`src/rtl/input_event_remapper_top_assert.svh`:
```
// Assertion macros shared by the remapper queue and back end.
`ifndef INPUT_EVENT_REMAPPER_TOP_ASSERT_SVH
`define INPUT_EVENT_REMAPPER_TOP_ASSERT_SVH

`ifndef SYNTH
`define IEM_ASSERT(label, clk, rst_n, ante, cons) \
    label: assert property (@(posedge clk) disable iff (!(rst_n)) (ante) |-> (cons)) \
        else $error("remapper assertion failed");
`define IEM_ASSERT_NEXT(label, clk, rst_n, ante, cons) \
    label: assert property (@(posedge clk) disable iff (!(rst_n)) (ante) |=> (cons)) \
        else $error("remapper assertion failed");
`else
`define IEM_ASSERT(label, clk, rst_n, ante, cons)
`define IEM_ASSERT_NEXT(label, clk, rst_n, ante, cons)
`endif

`endif

```
`src/rtl/iem_pkg.sv`:
```
// Shared types and constants of the input event remapper.
package iem_pkg;

    localparam int TABLE_ENTRIES = 32;
    localparam int AXIS_COUNT    = 8;
    localparam int BUTTON_COUNT  = 32;
    localparam int Q_DEPTH       = 2;

    localparam int TE_W  = (TABLE_ENTRIES > 1) ? $clog2(TABLE_ENTRIES) : 1;
    localparam int CNT_W = $clog2(TABLE_ENTRIES + 1);

    localparam int IN_W     = 248;
    localparam int OUT_W    = 40;
    localparam int CFG_IX_W = 2;
    localparam int CFG_D_W  = 32;
    localparam int ECNT_W   = 6;

    localparam logic [15:0] TRIG_MAX = 16'hFFFF;
    localparam logic [7:0]  HAT_MAX  = 8'hFF;

    typedef enum logic [1:0] {
        OP_APPLY = 2'd0,
        OP_WRITE = 2'd1,
        OP_READ  = 2'd2,
        OP_NONE  = 2'd3
    } t_opcode;

    typedef enum logic [2:0] {
        TK_AXIS    = 3'd0,
        TK_BUTTON  = 3'd1,
        TK_TRIGGER = 3'd2,
        TK_HAT     = 3'd3,
        TK_RSV4    = 3'd4,
        TK_RSV5    = 3'd5,
        TK_RSV6    = 3'd6,
        TK_RSV7    = 3'd7
    } t_tkind;

    typedef enum logic [CFG_IX_W-1:0] {
        CFG_PRESENT = 2'd0,
        CFG_ID      = 2'd1,
        CFG_VERSION = 2'd2,
        CFG_COUNT   = 2'd3
    } t_cfg_idx;

    // Classified command handed from front to back.
    typedef struct packed {
        t_opcode            op;
        logic               ok;       // table present and id/version match
        logic [CNT_W-1:0]   cnt;      // entries to scan
        logic               slot_ok;
        logic [TE_W-1:0]    slot;
        logic [31:0]        hash;
        logic [3:0]         etype;
        logic signed [31:0] value;
        logic signed [31:0] scale;
        logic signed [31:0] offset;
        t_tkind             tkind;
        logic [7:0]         tidx;
        logic [31:0]        etime;
    } t_cmd;

endpackage

```
`src/rtl/iem_fifo.sv`:
```
// Short command queue between the front and back ends.
`include "input_event_remapper_top_assert.svh"
module iem_fifo
    import iem_pkg::*;
(
    input  logic i_clk,
    input  logic i_rst_n,
    input  logic i_push,
    output logic o_ready,
    input  t_cmd i_data,
    input  logic i_pop,
    output logic o_valid,
    output t_cmd o_data
);

    localparam int QA_W = (Q_DEPTH > 1) ? $clog2(Q_DEPTH) : 1;
    localparam int QC_W = $clog2(Q_DEPTH + 1);

    t_cmd            r_mem [Q_DEPTH];
    logic [QA_W-1:0] r_wp;
    logic [QA_W-1:0] r_rp;
    logic [QC_W-1:0] r_cnt;
    logic            do_push;
    logic            do_pop;

    assign o_ready = (r_cnt != QC_W'(Q_DEPTH));
    assign o_valid = (r_cnt != '0);
    assign o_data  = r_mem[r_rp];
    assign do_push = i_push && o_ready;
    assign do_pop  = i_pop && o_valid;

    always_ff @(posedge i_clk) begin
        if (do_push) begin
            r_mem[r_wp] <= i_data;
        end
    end

    always_ff @(posedge i_clk) begin
        if (!i_rst_n) begin
            r_wp  <= '0;
            r_rp  <= '0;
            r_cnt <= '0;
        end else begin
            if (do_push) begin
                r_wp <= (32'(r_wp) == Q_DEPTH - 1) ? '0 : r_wp + 1'b1;
            end
            if (do_pop) begin
                r_rp <= (32'(r_rp) == Q_DEPTH - 1) ? '0 : r_rp + 1'b1;
            end
            if (do_push && !do_pop) begin
                r_cnt <= r_cnt + 1'b1;
            end else if (do_pop && !do_push) begin
                r_cnt <= r_cnt - 1'b1;
            end
        end
    end

    `IEM_ASSERT(a_no_overflow, i_clk, i_rst_n, r_cnt == QC_W'(Q_DEPTH), !do_push)

endmodule

```
`config.mk`:
```
export PLATFORM = sky130hd
export DESIGN_NAME = iem_fifo
export DESIGN_NICKNAME = d
export VERILOG_FILES = /design/src/rtl/iem_pkg.sv /design/src/rtl/iem_fifo.sv
export VERILOG_INCLUDE_DIRS = /design/src /design/src/rtl
export SDC_FILE = /design/constraint.sdc
export NUM_CORES = 1
export LEC_CHECK = 0
export ABC_AREA = 1
export BUFFER_PORTS_ARGS = -buffer_cell sky130_fd_sc_hd__buf_2
export CAP_MARGIN = 20
export CORE_MARGIN = 5
export CORE_UTILIZATION = 53
export CTS_BUF_LIST = sky130_fd_sc_hd__clkbuf_2
export DETAILED_ROUTE_END_ITERATION = 7
export HOLD_SLACK_MARGIN = 0.15
export PLACE_DENSITY = 0.8
export SLEW_MARGIN = 20
export SYNTH_ARGS = -nofsm -noshare
export SYNTH_HDL_FRONTEND = slang
export SYNTH_SLANG_ARGS = --single-unit
export TNS_END_PERCENT = 10
```
`constraint.sdc`:
```
create_clock -name i_clk -period 12 [get_ports i_clk]
set_input_delay 0.6 -clock i_clk [delete_from_list [all_inputs] [get_ports i_clk]]
set_output_delay 0.6 -clock i_clk [all_outputs]
set_load 0.005 [all_outputs]
```
# == Word-level counts from Yosys, hierarchy flattened ==
# Memory sizes are Yosys's and may differ from the RTL's. A register that Yosys moved wholly into a read port is not among the register bits.
# Cells that the tools add are included.
# Widths: inputs -> output; s select.
# word_totals
ff_bits,4
mem_bits_rw,380
inputBits,194
output_inout_bits,192
word_cells,25
mem_count,1
# op_classes
add_sub_neg,4
eq_ne,1
mux,8
n_reduce_logical,8
# mem_list
memory,depth,word_bits,rd,rd_ports_with_merged_regs,wr,line_no,text
r_mem,2,190,1,1,1,iem_fifo.sv:19,t_cmd r_mem [Q_DEPTH];
# op_table
cell,count
$mux 1,6
$logic_and 1x1->1,4
$mux 2,2
$reduce_bool 2->1,2
$add 1x1->1 const B,2
$add 2x1->2 const B,1
$logic_not 1->1,2
$ne 2x2->1 const B,1
$sub 2x1->2 const B,1

# == Logic depth before layout (Yosys ltp) ==
# depth
depth_word,6
ltp_mapped,11
ltp_nobuf,11

# == Worst setup path after synthesis ==
# OpenSTA, ideal clock, no wires.
# synth_path
kind,input to register
startpoint,input i_push
endpoint,memory r_mem[0][0] in the netlist's numbering (enable)
setup_ns,0.743
arrival_time_ns,8.569
t_required_ns,11.257
setup_slack_ns,2.689
stages,2
n_path_buf,0
path_cell_list,nand2_1 > nor2_1
# synth_via
elab_chain_len,3
# synth_lines
item,line_no,text
start: declaration,iem_fifo.sv:8,"input logic i_push,"
$logic_and 1x1->1,iem_fifo.sv:29,assign do_push = i_push && o_ready;
$mux 1,iem_fifo.sv:33,if (do_push) begin
$mux 1 (not written as such),iem_fifo.sv:34,r_mem[r_wp] <= i_data;
end: declaration,iem_fifo.sv:19,
# No other way between the ends.

==> flow_metrics.env <==
export IMPL_outcome="completed"
export IMPL_yosysSeqAreaShare_pct=80.24
export IMPL_preCtsSetupSlack_ns=8.561
export IMPL_fmax_mhz=236.1
export IMPL_grt_pass1_wl_um=51140
export IMPL_min_to="r_wp"
export IMPL_io_buffers=385
export IMPL_maxSlewViolCount=0
export IMPL_initial_utilization_pct=53.53
export IMPL_tightest_slew_ns=0.9123
export IMPL_dr_total_vias=8528
export IMPL_period_minus_slack_ns=4.236
export IMPL_max_slew_margin_pct=39.18
export IMPL_place_area_mm2=0.01661
export IMPL_ctsResizeCount=0
export IMPL_yosysWarnings=0
export IMPL_rsz0062_at_grt="no"
export IMPL_clkTransAtPathRegs_ns=0.11
export IMPL_fin_crit_sh_pct=35.30
export IMPL_min_from="i_push"
export IMPL_maxCapViolCount=0
export IMPL_first_iter_violations=503
export IMPL_hold_class="input pin to flip-flop"
export IMPL_layout_setup_ws_ns=7.764
export IMPL_vias_per_cell=5.022
export IMPL_hold_slack_ns=0.3089
export IMPL_grt_antenna_before_repair=5
export IMPL_synth_cells=628
export IMPL_core_area_mm2=0.02680
export IMPL_rr_endpoint="r_mem[0][91]"
export IMPL_setup_tns_ns=0
export IMPL_worstSetupStartpointType="flip-flop"
export IMPL_ant_nets=0
export IMPL_rr_worst_depth=6
export IMPL_r2r_slack_ns=8.59
export IMPL_yosys_area_top_type="edfxtp_1"
export IMPL_cp_arrival_ns=3.64
export IMPL_r2r_start="r_cnt[0]"
export IMPL_instances_no_fill=1698
export IMPL_cp_required_ns=11.40
export IMPL_routed_wl_um=34450
export IMPL_synth_async_reset_ratio_pct=0
export IMPL_clk_latency_ns=0.82
export IMPL_skew_ns=0.07004
export IMPL_synthTopCellsByArea="edfxtp_1, mux2_4, mux2_2"
export IMPL_hold_violations=0
export IMPL_area_delta_synth_final_pct=34.82
export IMPL_synth_distinct_cells=15
export IMPL_synth_seq_cells=385
export IMPL_nNetsFinal=1482
export IMPL_final_core_util_pct=72.17
export IMPL_drc=0
export IMPL_syn_nets=823
export IMPL_cp_end_kind="output port"
export IMPL_critPathKind="flip-flop to output port"
export IMPL_setup_viol=0
export IMPL_peakVddDrop_v=0.0001375
export IMPL_die_height_um=174.5
export IMPL_yosysTopAreaCellShare_pct=79.54
export IMPL_drt_first_pass_iters=5
export IMPL_synthFlopType="edfxtp_1"
export IMPL_power_mw=3.416
export IMPL_syn_area_mm2=0.01435
export IMPL_io_pins=386
export IMPL_die_w_um=174.5
export IMPL_die_area_mm2=0.03046
export IMPL_drive_above_1_share_pct=53.22
export IMPL_syn_avg_cell_area_um2=22.84
export IMPL_fin_area_mm2=0.01934
export IMPL_place_inst=1342
export IMPL_cts_tree="built"
export IMPL_cts_buffer_depth=3
export IMPL_cts_sinks=385
export IMPL_grt_max_degree=63
export IMPL_dp_hpwl_um=20930
export IMPL_track_usage_pct=21.74
export IMPL_cts_made_buffers=92
export IMPL_wl_per_cell_um=20.29
export IMPL_cts_htree_levels=3
export IMPL_powerDensity_mw_per_mm2=176.6
export IMPL_grt_pass1_vias=9359
export IMPL_power_leakage_nw=7.686
export IMPL_synth_edff_count=380
export IMPL_root_buffer="clkbuf_2"
export IMPL_rows=60
export IMPL_grt_overflow_total=0
export IMPL_critPathMaxFanout=52
export IMPL_holdPathStages=4
export IMPL_place_gp_congestion=0.7780
==> cells by family after synthesis <==
family / Yosys count / share of synthesized area [%]
DFF: 385 / 80.24
adders and majority gates: 1 / 0.08720
muxes: 190 / 17.53
and+or+nand+nor: 19 / 0.5233
AOI/OAI and AO/OA: 4 / 0.1570
buffers and inverters: 29 / 1.465
==> flip-flops by register name, indices dropped and copies added (netlist names), named ones only <==
register  count
r_mem       380
r_cnt         2
r_rp          1
r_wp          1
==> cells in the mapped netlist (all sizes together), types with 2 or more instances <==
library cell and instances:
edfxtp 380, nand2 9, o21ai 2, buf 21
nor2 8, dfxtp 5, inv 8, mux2 190
==> what timing repair did <==
| item | in CTS | in global routing |
|---|---|---|
| hold buffers | 192 | 0 |
| endpoints found under the hold margin | 385 | 0 |
| setup buffers | 0 | 0 |
==> worst max path at each step <==
stage                    from            end  slack, ns  cells after the start
floorplan              i_push    r_mem[0][0]       2.69                      2
global placement       i_push  r_mem[0][127]       8.64                      5
detailed placement     i_push   r_mem[0][94]       8.56                      5
CTS                 flip-flop     o_data[22]       7.66                      4
global route        flip-flop     o_data[28]       7.56                      4
finish              flip-flop     o_data[22]       7.76                      4
==> layout make-up <==
| cell class | count | area (µm²) |
|---|---|---|
| clock buffer | 125 | 625.6 |
| fill | 1609 | 7460 |
| sequential | 385 | 11510 |
| tap | 341 | 426.7 |
| clock inverter | 35 | 177.7 |
| timing repair buffer | 586 | 3916 |
| inverter | 8 | 30.03 |
| antenna | 4 | 10.01 |
| multi-input combinational | 214 | 2640 |
==> cells in the final DEF (no fill, tap or decap), types with 2 or more instances in the layout <==
cell,n
dfxtp_1,4
o21ai_0,2
mux2_4,100
buf_2,385
edfxtp_1,380
clkinv_2,2
inv_1,8
clkinvlp_4,2
buf_4,9
nand2_1,9
diode_2,4
clkinv_1,27
nor2_1,6
clkinv_4,2
mux2_2,90
nor2_4,2
dlygate4sd3_1,192
clkbuf_2,125
==> metal layers <==
layer	GRT usage (%)	up-vias	wire length, µm
met5	0	-	11
met4	7.987	2	846
met3	7.112	56	2855
met2	38.62	457	18030
met1	24.54	4150	12700
li1	-	3863	-
==> report_power, final <==
part	total, mW	switching (mW)	internal [mW]
Combinational	0.846	0.403	0.442
Sequential	1.76	0.0630	1.70
Clock	0.807	0.501	0.306
==> worst max-delay path: stages, from the launching register on <==
cell     delay [ns]
dfxtp_4        0.62
buf_4          0.74
buf_4          0.82
mux2_2         0.42
buf_2          0.13
Note: power is estimated with default switching activity, not from simulation.
