--- config.mk ---
export PLATFORM = sky130hd
export DESIGN_NAME = iem_front
export DESIGN_NICKNAME = d
export VERILOG_FILES = /design/src/rtl/input_event_remapper_top_assert.svh /design/src/rtl/iem_pkg.sv /design/src/rtl/iem_front.sv
export SDC_FILE = /design/constraint.sdc
export NUM_CORES = 1
export LEC_CHECK = 0
export CORE_AREA = 2 2 184 186
export CTS_CLUSTER_DIAMETER = 200
export DETAILED_ROUTE_END_ITERATION = 8
export DIE_AREA = 0 0 186 188
export DONT_BUFFER_PORTS = 1
export MAX_ROUTING_LAYER = met4
export PLACE_DENSITY = 0.3
export SLEW_MARGIN = 20
export SYNTH_ARGS = -nofsm -noshare
export SYNTH_HDL_FRONTEND = slang
export SYNTH_SLANG_ARGS = --single-unit
--- constraint.sdc ---
create_clock -name i_clk -period 1.5 [get_ports i_clk]
set_clock_uncertainty 0.15 [all_clocks]
set_input_delay 0.15 -clock i_clk [delete_from_list [all_inputs] [get_ports i_clk]]
set_output_delay 0.15 -clock i_clk [all_outputs]
set_load 0.1 [all_outputs]
--- src/rtl/input_event_remapper_top_assert.svh ---
// Assertion macros shared by the remapper queue and back end.
`ifndef INPUT_EVENT_REMAPPER_TOP_ASSERT_SVH
`define INPUT_EVENT_REMAPPER_TOP_ASSERT_SVH

`ifndef SYNTH
`define IEM_ASSERT(label, clk, rst_n, ante, cons) \
    label: assert property (@(posedge clk) disable iff (!(rst_n)) (ante) |-> (cons)) \
        else $error("remapper assertion failed");
`define IEM_ASSERT_NEXT(label, clk, rst_n, ante, cons) \
    label: assert property (@(posedge clk) disable iff (!(rst_n)) (ante) |=> (cons)) \
        else $error("remapper assertion failed");
`else
`define IEM_ASSERT(label, clk, rst_n, ante, cons)
`define IEM_ASSERT_NEXT(label, clk, rst_n, ante, cons)
`endif

`endif

--- src/rtl/iem_pkg.sv ---
// Shared types and constants of the input event remapper.
package iem_pkg;

    localparam int TABLE_ENTRIES = 32;
    localparam int AXIS_COUNT    = 8;
    localparam int BUTTON_COUNT  = 32;
    localparam int Q_DEPTH       = 2;

    localparam int TE_W  = (TABLE_ENTRIES > 1) ? $clog2(TABLE_ENTRIES) : 1;
    localparam int CNT_W = $clog2(TABLE_ENTRIES + 1);

    localparam int IN_W     = 248;
    localparam int OUT_W    = 40;
    localparam int CFG_IX_W = 2;
    localparam int CFG_D_W  = 32;
    localparam int ECNT_W   = 6;

    localparam logic [15:0] TRIG_MAX = 16'hFFFF;
    localparam logic [7:0]  HAT_MAX  = 8'hFF;

    typedef enum logic [1:0] {
        OP_APPLY = 2'd0,
        OP_WRITE = 2'd1,
        OP_READ  = 2'd2,
        OP_NONE  = 2'd3
    } t_opcode;

    typedef enum logic [2:0] {
        TK_AXIS    = 3'd0,
        TK_BUTTON  = 3'd1,
        TK_TRIGGER = 3'd2,
        TK_HAT     = 3'd3,
        TK_RSV4    = 3'd4,
        TK_RSV5    = 3'd5,
        TK_RSV6    = 3'd6,
        TK_RSV7    = 3'd7
    } t_tkind;

    typedef enum logic [CFG_IX_W-1:0] {
        CFG_PRESENT = 2'd0,
        CFG_ID      = 2'd1,
        CFG_VERSION = 2'd2,
        CFG_COUNT   = 2'd3
    } t_cfg_idx;

    // Classified command handed from front to back.
    typedef struct packed {
        t_opcode            op;
        logic               ok;       // table present and id/version match
        logic [CNT_W-1:0]   cnt;      // entries to scan
        logic               slot_ok;
        logic [TE_W-1:0]    slot;
        logic [31:0]        hash;
        logic [3:0]         etype;
        logic signed [31:0] value;
        logic signed [31:0] scale;
        logic signed [31:0] offset;
        t_tkind             tkind;
        logic [7:0]         tidx;
        logic [31:0]        etime;
    } t_cmd;

endpackage

--- src/rtl/iem_front.sv ---
// Front end: configuration registers, input unpacking and classification.
module iem_front
    import iem_pkg::*;
(
    input  logic                i_clk,
    input  logic                i_rst_n,
    input  logic                i_cfg_valid,
    output logic                o_cfg_ready,
    input  logic [CFG_IX_W-1:0] i_cfg_index,
    input  logic [CFG_D_W-1:0]  i_cfg_data,
    input  logic [IN_W-1:0]     i_tdata,
    output t_cmd                o_cmd
);

    logic              r_present;
    logic [31:0]       r_bundle_id;
    logic [31:0]       r_bundle_ver;
    logic [ECNT_W-1:0] r_entry_cnt;

    logic [4:0]  slot;
    logic [31:0] req_id;
    logic [31:0] req_ver;

    assign o_cfg_ready = 1'b1;

    always_ff @(posedge i_clk) begin
        if (!i_rst_n) begin
            r_present    <= 1'b0;
            r_bundle_id  <= '0;
            r_bundle_ver <= '0;
            r_entry_cnt  <= '0;
        end else if (i_cfg_valid) begin
            unique case (t_cfg_idx'(i_cfg_index))
                CFG_PRESENT: r_present    <= i_cfg_data[0];
                CFG_ID:      r_bundle_id  <= i_cfg_data;
                CFG_VERSION: r_bundle_ver <= i_cfg_data;
                CFG_COUNT:   r_entry_cnt  <= i_cfg_data[ECNT_W-1:0];
                default: ;
            endcase
        end
    end

    assign slot    = i_tdata[6:2];
    assign req_id  = i_tdata[181:150];
    assign req_ver = i_tdata[213:182];

    always_comb begin
        o_cmd         = '0;
        o_cmd.op      = t_opcode'(i_tdata[1:0]);
        o_cmd.ok      = r_present && (r_bundle_id == req_id) && (r_bundle_ver == req_ver);
        o_cmd.cnt     = (32'(r_entry_cnt) < TABLE_ENTRIES) ? CNT_W'(r_entry_cnt)
                                                            : CNT_W'(TABLE_ENTRIES);
        o_cmd.slot_ok = (32'(slot) < TABLE_ENTRIES);
        o_cmd.slot    = TE_W'(slot);
        o_cmd.hash    = i_tdata[38:7];
        o_cmd.etype   = i_tdata[42:39];
        o_cmd.value   = i_tdata[74:43];
        o_cmd.scale   = i_tdata[106:75];
        o_cmd.offset  = i_tdata[138:107];
        o_cmd.tkind   = t_tkind'(i_tdata[141:139]);
        o_cmd.tidx    = i_tdata[149:142];
        o_cmd.etime   = i_tdata[245:214];
    end

endmodule

# [Yosys cells after proc, flatten, opt, wreduce, memory -nomap -nowiden]
# Index checks and enable logic that the tools add are counted.
[word_totals] mem_bits_ro=0 reg_bits=71 elab_cells=18 latch_bits=0 memories=0 inputBits=285 out_inout_bits=191 ramBits=0
[classes] n_addsub=0 div=0 bitwise_logic=0 n_reduce_logical=7 n_mul=0 n_eq_ne=5 n_shift=0 n_mux=1 n_lt_le_gt_ge=1
[op_table] cell="$eq 32x32->1" n=2
[op_table] cell="$reduce_and 2->1" n=4
[op_table] cell="$lt 6x6->1 const B" n=1
[op_table] cell="$mux 6" n=1
[op_table] cell="$eq 2x2->1 const B" n=2
[op_table] cell="$eq 2x1->1 const B" n=1
[op_table] cell="$logic_and 1x1->1" n=2
[op_table] cell="$logic_not 2->1" n=1

# [Longest topological paths before layout]
[logic_depth] depth_word=3 ltp_mapped=6 depth_no_buf=5

# [Worst setup path before layout]
# Ideal clock, no wire load.
[synth_timing] kind="register to output" start="reg r_bundle_ver[9]" end="out o_cmd[187] (netlist bit)" arrival_time_ps=2697 path_buffers=0 required_time_ps=1200 path_stages_with_launch=6 path_slack_ps=-1497 path_cell_list="dfxtp_1 -> xnor2_1 -> nand4_1 -> nor4_2 -> nand4_1 -> nor4_2"
[synth_rtl] item="from (decl)" line_no="iem_front.sv:17" source="logic [31:0] r_bundle_ver;"
[synth_rtl] item="from (signal assigned)" line_no="iem_front.sv:36" source="CFG_VERSION: r_bundle_ver <= i_cfg_data;"
[synth_rtl] item="to (decl)" line_no="iem_front.sv:12" source="output t_cmd o_cmd"

==> results.json <==
{
  "status": "finished, violations left",
  "violations": "setup timing",
  "drive_gt1_frac": 0.150,
  "num_rows": 67,
  "peakVddDrop_mv": 0.575,
  "finalHoldWorstSlack_ns": 0.0356,
  "critPathMaxFanout": 2,
  "clk_latency_ns": 0.34,
  "synth-seq-cells": 71,
  "endpoint_kind": "output pin",
  "crit_start": "r_bundle_id[11]$_SDFFE_PN0P_",
  "cts_tree": "done",
  "die_area_um2": 35000,
  "cp.required_ns": 1.20,
  "pre_cts_ws_ns": -0.798,
  "grt_first_pass_wirelength_mm": 27.2,
  "finalHoldViolations": 0,
  "synthMuxAreaShare": 0.0146,
  "vias_per_cell": 3.41,
  "ioPinCount": 476,
  "crit_chain": "xnor2_2, nand4_1, nor4_2, buf_4, nand4_1, nor4_4, buf_12",
  "drc": 0,
  "grtUsageMet1": 0.106,
  "rsz0062_at_grt": "true",
  "vias": 3191,
  "synth_compound_area_frac": 0.120,
  "finalSetupViolations": 1,
  "die_y_um": 188,
  "fp.dieW_um": 186,
  "grt_antenna_before_repair": 7,
  "fin_crit_ns": 2.37,
  "grt_pass1_vias": 3352,
  "grt_usage": 0.118,
  "port_buffers": 0,
  "clock_sinks": 71,
  "seq_area_frac_synth": 0.297,
  "placed_area_um2": 4230,
  "drv_slew": 0,
  "postLayoutCellArea_um2": 5190,
  "critical_path.top_delay_family": "simple AND/OR/NAND/NOR gates",
  "nNetsFinal": 760,
  "yosysTopAreaCell": "dfxtp_1",
  "hold_path_depth": 4,
  "synth_edf_count": 0,
  "power.static_leakage_nw": 1.82,
  "slowest_delay_ns": 0.33,
  "synthArstFlopShare": 0,
  "gr-usage-met3": 0.0627,
  "critPathMostFrequentCell": "nand4_1",
  "worstSetupStartpointType": "register",
  "wirelength_mm": 20.2,
  "dpl.hpwl_mm": 16.1,
  "firstDrtPassIters": 5,
  "drtAntennaViolNets": 0,
  "synth_xor_area_frac": 0.0933,
  "core_area_um2": 33100,
  "grt-ovfl-total": 0,
  "synth_top_cell_area_share": 0.297,
  "hold_end": "r_bundle_id[0]$_SDFFE_PN0P_",
  "syn_area_um2": 4790,
  "synth_top_family_by_area": "buffers and inverters",
  "drtIter0Drc": 69,
  "nFillCells": 3770,
  "synth_warnings": 0,
  "cts.root.buffer_cell": "clkbuf_16",
  "syn2layout_area_growth_pct": 8.28,
  "r2r-start": "r_bundle_ver[18]$_SDFFE_PN0P_",
  "power_density_nw_per_um2": 1010,
  "critical_path.slowest_cell": "dfxtp_2",
  "avgSynthCellArea_um2": 8.05,
  "initial_core_util": 0.145,
  "setup_slack_ns": -0.869,
  "min_from": "i_cfg_index[1]",
  "synth_cells": 595,
  "fmax_ghz": 0.422,
  "post-cts-setup-buffer-count": 0,
  "drv_cap": 0,
  "reg2reg_depth": 3,
  "synth_simple_gate_area_share": 0.156,
  "wl_per_cell_um": 21.6,
  "cts_buffers": 9,
  "r2r_setup_slack_ns": 0.16,
  "arrival_ns": 2.07,
  "hp-class": "in2reg",
  "top_usage_layer": "met2",
  "path_buf_inv": 2,
  "r2r-end": "r_bundle_ver[18]$_SDFFE_PN0P_",
  "gp_routability_congestion": 0.658,
  "use_met2": 0.206,
  "total_power_w": 0.00522,
  "synth_ff_type": "dfxtp_1",
  "htreeDepth": 3,
  "fin_crit_sh": 1.58,
  "grt_max_degree": 59,
  "yosys.area_share.adder": 0,
  "clkTransAtPathRegs_ns": 0.07,
  "synth.top_cells.by_area": "dfxtp_1 (30%), buf_4 (29%), nand2_1 (10%)",
  "critPathKind": "reg2out",
  "clock_path_buffers": 2,
  "synth_cell_types": 28
}
-- cell type report --
| type | count | area [um^2] | area share |
|---|---|---|---|
| Multi-Input combinational cell | 306 | 1970 | 0.379 |
| Sequential cell | 71 | 1430 | 0.276 |
| Timing Repair Buffer | 74 | 810 | 0.156 |
| Tap cell | 448 | 561 | 0.108 |
| Clock buffer | 9 | 225 | 0.0434 |
| Clock inverter | 7 | 125 | 0.0241 |
| Inverter | 13 | 48.8 | 0.00941 |
| Antenna cell | 7 | 17.5 | 0.00338 |
-- worst max-delay path by stage --
stage                  to  slack, ns  cells past startpoint
2_1_floorplan  o_cmd[187]      -0.75                      5
3_3_place_gp   o_cmd[187]      -0.79                      8
3_5_place_dp   o_cmd[187]      -0.80                      8
4_1_cts        o_cmd[187]      -1.11                      7
5_1_grt        o_cmd[187]      -1.01                      7
6_report       o_cmd[187]      -0.87                      7
-- per-layer routing --
| metal | routed length (um) | vias to the layer above |
|---|---|---|
| li1 | - | 1501 |
| met1 | 6510 | 1451 |
| met2 | 10500 | 198 |
| met3 | 2630 | 41 |
| met4 | 525 | 0 |
| met5 | 0 | - |
-- cell usage in the layout, fill, tap and decap left out, types with 2 or more instances in the layout --
cell,n
a21boi_1,64
a221oi_1,4
buf_12,9
buf_4,16
bufinv_16,3
clkbuf_16,9
conb_1,2
dfxtp_1,62
dfxtp_2,9
diode_2,7
dlygate4sd3_1,47
inv_1,13
inv_6,3
mux2i_1,7
nand2_1,130
nand2b_1,2
nand4_1,12
nor2b_1,7
nor2b_2,5
nor4_1,2
nor4_2,2
nor4_4,2
o22ai_1,5
xnor2_1,28
xnor2_2,10
xor2_1,13
-- worst register-to-register path, stage by stage, from the launching register on --
cell	delay, ns
dfxtp_2	0.35
nand2_1	0.06
a21boi_1	0.15
dlygate4sd3_1	0.57
-- power by group --
group	switching, W	internal (W)	leakage (nW)	total, W
logic	0.000318	0.000307	1.06	0.000625
registers	0.0000434	0.00195	0.581	0.00199
clock network	0.000955	0.00165	0.171	0.00260
total	0.00132	0.00390	1.82	0.00522
-- timing repair --
action | 4_1_cts | 5_1_grt
hold endpoints to repair | 71 | 0
endpoints found under the setup margin | 2 | 5
pin swaps | 10 | 5
hold buffers | 48 | 0
cloned | 0 | 0
gates resized for setup | 10 | 10
-- state kept, by name, indices dropped and copies added, names as in the netlist --
signal and count:
r_entry_cnt 6, r_present 1, r_bundle_ver 32, r_bundle_id 32
-- Yosys cell counts (5+ instances only) --
cell type,n
clkbuf_1,14
mux2i_1,7
o22ai_1,5
dfxtp_1,71
inv_1,13
buf_4,185
xor2_1,13
nand4_1,12
xnor2_1,38
nand2_1,130
a21boi_1,64
buf_2,7
nor2b_1,12
-- kinds of logic after synthesis --
| family | count (synthesis) |
|---|---|
| muxes | 7 |
| DFF | 71 |
| other | 1 |
| AOI/OAI and AO/OA | 76 |
| buffers and inverters | 219 |
| and+or+nand+nor | 170 |
| xor gates and xnor gates | 51 |
-- through the flow --
stage,instances,setup TNS (ns),utilization
global route,935,-1.01,0.157
finish,935,-0.869,0.157
global placement,866,-0.786,0.128
detailed placement,866,-0.798,0.128
floorplan,596,-0.752,-
CTS,928,-1.11,0.154
(Power assumes the default switching activity.)
